[src/burh_pkg.sv]
package burh_pkg;

    localparam int HISTORY_DEPTH_DEF = 64;
    localparam int SNAP_WIDTH_DEF    = 64;
    localparam int PORT_SNAP_W       = 64;
    localparam int LEVEL_W           = 7;

    localparam logic [1:0] OP_RECORD = 2'd0;
    localparam logic [1:0] OP_UNDO   = 2'd1;
    localparam logic [1:0] OP_REDO   = 2'd2;

    localparam logic [1:0] ST_DONE    = 2'd0;
    localparam logic [1:0] ST_NO_UNDO = 2'd1;
    localparam logic [1:0] ST_NO_REDO = 2'd2;

    typedef struct packed {
        logic push;
        logic pop;
        logic clear;
    } stack_ctrl_t;

endpackage

[src/burh_cell.sv]
module burh_cell #(
    parameter int SNAP_WIDTH = burh_pkg::SNAP_WIDTH_DEF
) (
    input  logic                    clk,
    input  burh_pkg::stack_ctrl_t   ctrl,
    input  logic [SNAP_WIDTH-1:0]   upper,
    input  logic [SNAP_WIDTH-1:0]   lower,
    output logic [SNAP_WIDTH-1:0]   data
);

    logic [SNAP_WIDTH-1:0] data_reg;
    logic [SNAP_WIDTH-1:0] data_next;

    always_comb
    begin
        data_next = data_reg;
        if (ctrl.push)
        begin
            data_next = upper;
        end
        else if (ctrl.pop)
        begin
            data_next = lower;
        end
    end

    always_ff @(posedge clk)
    begin
        data_reg <= data_next;
    end

    assign data = data_reg;

endmodule

[src/burh_stack.sv]
module burh_stack #(
    parameter int HISTORY_DEPTH = burh_pkg::HISTORY_DEPTH_DEF,
    parameter int SNAP_WIDTH    = burh_pkg::SNAP_WIDTH_DEF
) (
    input  logic                          clk,
    input  logic                          rst_n,
    input  burh_pkg::stack_ctrl_t         ctrl,
    input  logic [SNAP_WIDTH-1:0]         push_data,
    output logic [SNAP_WIDTH-1:0]         top,
    output logic                          empty,
    output logic [burh_pkg::LEVEL_W-1:0]  level
);

    localparam int CW = $clog2(HISTORY_DEPTH + 1);

    logic [SNAP_WIDTH-1:0] cell_data [HISTORY_DEPTH];
    logic [CW-1:0]         count_reg;
    logic [CW-1:0]         count_next;
    logic [CW+burh_pkg::LEVEL_W-1:0] level_wide;

    genvar i;
    generate
        for (i = 0; i < HISTORY_DEPTH; i++)
        begin : g_cell
            logic [SNAP_WIDTH-1:0] up_d;
            logic [SNAP_WIDTH-1:0] lo_d;
            if (i == 0)
            begin : g_first
                assign up_d = push_data;
            end
            else
            begin : g_mid
                assign up_d = cell_data[i-1];
            end
            if (i == HISTORY_DEPTH - 1)
            begin : g_last
                assign lo_d = cell_data[i];
            end
            else
            begin : g_inner
                assign lo_d = cell_data[i+1];
            end
            burh_cell #(
                .SNAP_WIDTH(SNAP_WIDTH)
            ) u_cell (
                .clk   (clk),
                .ctrl  (ctrl),
                .upper (up_d),
                .lower (lo_d),
                .data  (cell_data[i])
            );
        end
    endgenerate

    always_comb
    begin
        count_next = count_reg;
        if (ctrl.clear)
        begin
            count_next = '0;
        end
        else if (ctrl.push && !ctrl.pop)
        begin
            if (count_reg != CW'(HISTORY_DEPTH))
            begin
                count_next = count_reg + CW'(1);
            end
        end
        else if (ctrl.pop && !ctrl.push)
        begin
            if (count_reg != '0)
            begin
                count_next = count_reg - CW'(1);
            end
        end
    end

    always_ff @(posedge clk or negedge rst_n)
    begin
        if (!rst_n)
        begin
            count_reg <= '0;
        end
        else
        begin
            count_reg <= count_next;
        end
    end

    assign level_wide = (CW + burh_pkg::LEVEL_W)'(count_reg);
    assign level      = level_wide[burh_pkg::LEVEL_W-1:0];
    assign empty      = (count_reg == '0);
    assign top        = cell_data[0];

endmodule

[config.mk]
export PLATFORM = sky130hd
export DESIGN_NAME = burh_stack
export DESIGN_NICKNAME = d
export VERILOG_FILES = /design/src/burh_pkg.sv /design/src/burh_cell.sv /design/src/burh_stack.sv
export SDC_FILE = /design/constraint.sdc
export NUM_CORES = 2
export LEC_CHECK = 0
export BUFFER_PORTS_ARGS = -buffer_cell sky130_fd_sc_hd__buf_2
export CORE_MARGIN = 2
export CORE_UTILIZATION = 39
export CTS_BUF_LIST = sky130_fd_sc_hd__clkbuf_8
export DETAILED_ROUTE_END_ITERATION = 8
export PLACE_DENSITY = 0.56
export SLEW_MARGIN = 20
export SYNTH_ARGS = -nofsm -noshare
export SYNTH_HDL_FRONTEND = slang
export SYNTH_SLANG_ARGS = --single-unit
[constraint.sdc]
create_clock -name clk -period 2.1 [get_ports clk]
set_clock_uncertainty 0.05 [all_clocks]
set_input_delay 0.105 -clock clk [delete_from_list [all_inputs] [get_ports clk]]
set_output_delay 0.105 -clock clk [all_outputs]
set_load 0.05 [all_outputs]
=== After elaboration in Yosys (flattened, before gate mapping) ===
Cells that the tools add are included.

* Memories kept: 0
* Register bits: 4103
* ROM bits: 0
* Input port bits: 69
* Bits in latches: 0
* Output and inout bits: 72
* Memory bits (writable): 0
* Word-level logic and storage cells: 210

* Reduce and logical (&&, ||, !) cells: 10
* Div/mod/pow operators: 0
* Shift operators: 0
* Bitwise gates (word level): 0
* $add $sub $neg: 2
* Equal/unequal tests: 2
* Mux-type cells: 131
* Order comparisons: 0
* $mul: 0

{| class="wikitable"
|+ Operators with widths
! cell !! number
|-
| 64-bit 2-to-1 mux || 126
|-
| 7-bit 2-to-1 mux || 5
|-
| 7-bit by 1-bit adder with 7-bit output, second input constant || 1
|-
| 7-bit zero test || 1
|-
| 7-bit inequality test, second input constant || 1
|-
| 7-bit nonzero test || 1
|-
| 7-bit by 1-bit subtractor with 7-bit output, second input constant || 1
|-
| 3-bit nonzero test || 2
|-
| 3-bit by 2-bit inequality test with 1-bit output, second input constant || 1
|-
| 3-bit AND reduction || 1
|-
| 1-bit logical AND || 2
|-
| 1-bit zero test || 2
|-
| 2-bit nonzero test || 1
|}

=== Logic depth before layout (Yosys ltp) ===
* Depth after elaboration: 5
* Gate-level depth with buffers: 8
* Mapped depth without buffers: 8

=== Modules after synthesis ===
Synthesis repeated with hierarchy kept, for this count alone.

* Cells, all modules: 8767
* Area, all modules: 186540.2 µm²

{| class="wikitable"
|+ Modules (own cells, without submodules)
! module !! seq. area each (µm²) !! area an instance (µm²) !! cells an instance !! instances
|-
| burh_cell || 1921.8 || 2905.3 || 136 || 64
|-
| burh_stack || 175.2 || 601.8 || 63 || 1
|}

=== Worst setup path before layout ===
OpenSTA, ideal clock, no wires.

* Kind: input-to-reg
* From: input port ctrl[2] (netlist bit)
* To: register g_cell[0].u_cell.data_reg[0], enable pin
* Data arrival time: 48.339 ns
* Required time: -0.762 ns
* Stages: 5
* Path buffers: 4
* Setup slack: -49.101 ns
* Library setup time: 2.812 ns
* Cell sequence: buf_2 -> buf_2 -> buf_2 -> buf_2 -> or2_2

* Cells in the longest elaborated chain, start to end: 1

{| class="wikitable"
|+ Ends and longest elaborated chain
! what !! RTL line !! RTL
|-
| start, declared || burh_stack.sv:7 || <nowiki>input burh_pkg::stack_ctrl_t ctrl,</nowiki>
|-
| 2-bit nonzero test (no line) || n/a ||
|-
| end signal, assigned || burh_cell.sv:29 || <nowiki>data_reg <= data_next;</nowiki>
|-
| end, declared || burh_cell.sv:11 || <nowiki>logic [SNAP_WIDTH-1:0] data_reg;</nowiki>
|}

No other way between the ends.
A chain may end at the register's enable or synchronous reset.

=== Worst setup path after layout ===
* From: register count_reg[2], in the netlist level[2]
* To: output port empty

* Cells in the longest elaborated chain, start to end: 1

{| class="wikitable"
|+ Ends and longest elaborated chain
! what !! RTL line !! RTL
|-
| start, declared || burh_stack.sv:17 || <nowiki>logic [CW-1:0] count_reg;</nowiki>
|-
| start signal, assigned || burh_stack.sv:86 || <nowiki>count_reg <= count_next;</nowiki>
|-
| 7-bit zero test || burh_stack.sv:92 || <nowiki>assign empty = (count_reg == '0);</nowiki>
|-
| end, declared || burh_stack.sv:10 || <nowiki>output logic empty,</nowiki>
|}

No other way between the ends.

==> flow_summary_export.csv <==
group,metric,value,unit
outcome,status,"finished with violations",
outcome,violations,"setup timing",
route,drt_pass1_iterations,5,
logic_synthesis,synth_flop_cell,"edfxtp_1",
setup_path,worst_setup_path_end_kind,"output pin",
finish,final_nets,9610,
timing,fin_crit,2.41,ns
die,fp.dieArea,444000,sq um
job,drv_cap,0,
power,p_per_area,1030,nW/um^2
place,dp_hpwl,162000,um
die,core,438000,sq um
logic_synthesis,synth_top_area_share,0.718,
place,placed_cells,14400,
cts,cts_tree,"yes",
die,die_h,667,um
timing,tightest_slew,0.794,ns
route,routed-via-count,76700,
logic_synthesis,synth_edf_count,4096,
timing,hold_violations,0,
hold_path,hold_path_class,"input pin to flip-flop",
logic_synthesis,synthCells,8640,
setup_path,crit_type,"flip-flop to output pin",
cts,h-tree-depth,6,
global_route,use_met2,0.210,
cts,cts_made_buffers,690,
cts,clkLatencyLatePin,1.13,ns
timing,setup_ws,-0.310,ns
cts,ctsLongestPathBuffers,4,
route,post_drt_via_cell_ratio,4.85,
power,power.leakage,69.0,nW
setup_path,cp.required,1.95,ns
global_route,grt_usage,0.114,
logic_synthesis,synth.ff_latch_count,4103,
cts,clock-sinks,4103,
power,vdd_drop_max,0.898,mV
finish,drive_gt1_frac,0.532,
route,drt_wl_total,263000,um
logic_synthesis,async_reset_ff_frac,0.00171,
global_route,grt_pass1_vias,84100,
place,gp_congestion,0.697,
logic_synthesis,synth_area_leaders,"edfxtp_1 72%, mux2_2 27%, buf_2 1.3%",
setup_path,worstPathArrival,2.26,ns
finish,syn2layout_area_growth,14.3,%
setup_path,worst_setup_path_start_kind,"flip-flop",
timing,final_max_slew_viol_count,0,
route,postRouteAntennaNets,0,
die,die_x,667,um
finish,layoutNonFillerInstCount,15800,
timing,finalSetupViolCount,2,
global_route,antenna_found_initial,3,
die,initial_core_util,0.391,
logic_synthesis,yosysUniqueCellTypes,35,
global_route,grt_max_degree,157,
timing,fmax,415,MHz
cts,clk_pin_slew,0.07,ns
timing,hold_ws,0.284,ns
die,rows,243,
place,portBuffers,140,
logic_synthesis,yosysWarnings,0,
timing,fin_crit_sh,1.15,
finish,largest_reg_flops,4096,
global_route,met1_usage,0.130,
setup_path,crit_fanout,2,
logic_synthesis,netlist_area,171000,sq um
die,boundaryPins,141,
global_route,top_usage_layer,"met2",
finish,final_util,0.447,
timing,rsz0062_at_grt,"true",
logic_synthesis,syn_area_per_cell,19.8,sq um
logic_synthesis,yosys.area.top_type,"edfxtp_1",
timing,slew_headroom,0.470,
global_route,use_met3,0.0227,
route,drt_iter0_drc,3863,
logic_synthesis,syn-num-nets,8716,
global_route,grt-ovfl-total,0,
timing,finalSetupTns,-0.346,ns
route,avgRoutedWirePerCell,16.6,um
global_route,grt_pass1_wl,428000,um
cts,cts-root-buf,"clkbuf_8",
logic_synthesis,yosysSeqAreaShare,0.719,
route,remaining_drc_errors,0,
-- kinds of logic (layout without fill, tap and decap cells) --
kind of cell | count (synthesis) | after routing | share of synthesized area
xor+xnor | 3 | 3 | 0.000153
simple gates | 25 | 25 | 0.000833
buf+inv | 452 | 1882 | 0.0132
fa+ha+maj | 7 | 7 | 0.000555
mux | 4035 | 4035 | 0.265
flops | 4103 | 4103 | 0.719
other cells | 0 | 1 | 0
compound gates | 15 | 15 | 0.000694
-- layout make-up --
type                            instances  area [sq um]
Fill cell                           37200        242000
Sequential cell                      4103        123000
Timing Repair Buffer                  651          7350
Antenna cell                            1          2.50
Inverter                                3          13.8
Tap cell                             5757          7200
Clock buffer                          706          9720
Clock inverter                        522          2450
Multi-Input combinational cell       4085         45900
-- cell usage after synthesis (all sizes together), types with 3 or more instances --
library cell and number:
a21oi 4, o31a 3, mux2i 3, edfxtp 4096, nor2 5, nand2 5
inv 3, nor4 3, clkbuf 6, dfrtp 7, buf 443, mux2 4032
ha 6
-- path summary, 6_finish.rpt --
path	cells past startpoint	from	endpoint	slack (ns)
max in group asynchronous	4	rst_n	level[3]	1.27
min in group asynchronous	4	rst_n	level[1]	0.45
min	4	push_data[22]	g_cell[0].u_cell.data[22]	0.28
max	4	level[2]	empty	-0.31
min reg2reg	0	g_cell[62].u_cell.data[27]	g_cell[63].u_cell.data[27]	0.37
max reg2reg	8	level[1]	level[6]	0
-- critical path, stage by stage, from the launching register on --
cell	delay, ns
dfrtp_1	0.39
buf_6	0.13
nor4_4	0.27
and3b_4	0.24
buf_8	0.14
-- power breakdown --
group | switching, mW | internal, mW
sequential | 7.33 | 110
clock | 31.0 | 32.1
combinational | 8.29 | 14.0
total | 46.6 | 156
-- per-stage QoR --
step / area (sq um) / setup WS (ns) / power (mW)
floorplan: 171000 / -28.34 / 131
global placement: 181000 / -0.318 / 139
detailed placement: 181000 / -0.0949 / 141
CTS: 196000 / -0.517 / 206
global route: 196000 / -0.521 / 213
finish: 196000 / -0.310 / 202
-- cells in the final DEF, fill, tap and decap left out, types with 6 or more instances in the layout --
cell type         n
clkinv_2         41
clkinv_1        189
clkbuf_8        706
buf_12          167
inv_6            12
edfxtp_1       4096
dlygate4sd3_1   143
buf_8            11
bufinv_16         8
inv_1           244
buf_4           219
buf_6            33
mux2_2         4032
clkinvlp_4       19
buf_2            78
inv_8             6
-- what timing repair did --
action / 4_1_cts / 5_1_grt
hold endpoints to repair: 2806 / 0
setup endpoints to repair: 62 / 13
resized for setup: 129 / 11
pin swaps: 4 / 9
cloned: 0 / 0
hold buffers: 143 / 0
setup buffers: 33 / 5
-- layer usage --
metal / vias up / wire, um / part of all wire
li1: 36400 / - / -
met1: 38900 / 107000 / 0.41
met2: 904 / 140000 / 0.53
met3: 496 / 9250 / 0.035
met4: 2 / 7080 / 0.027
met5: - / 13 / 0.000049
Power figures use the tool's default switching activity.
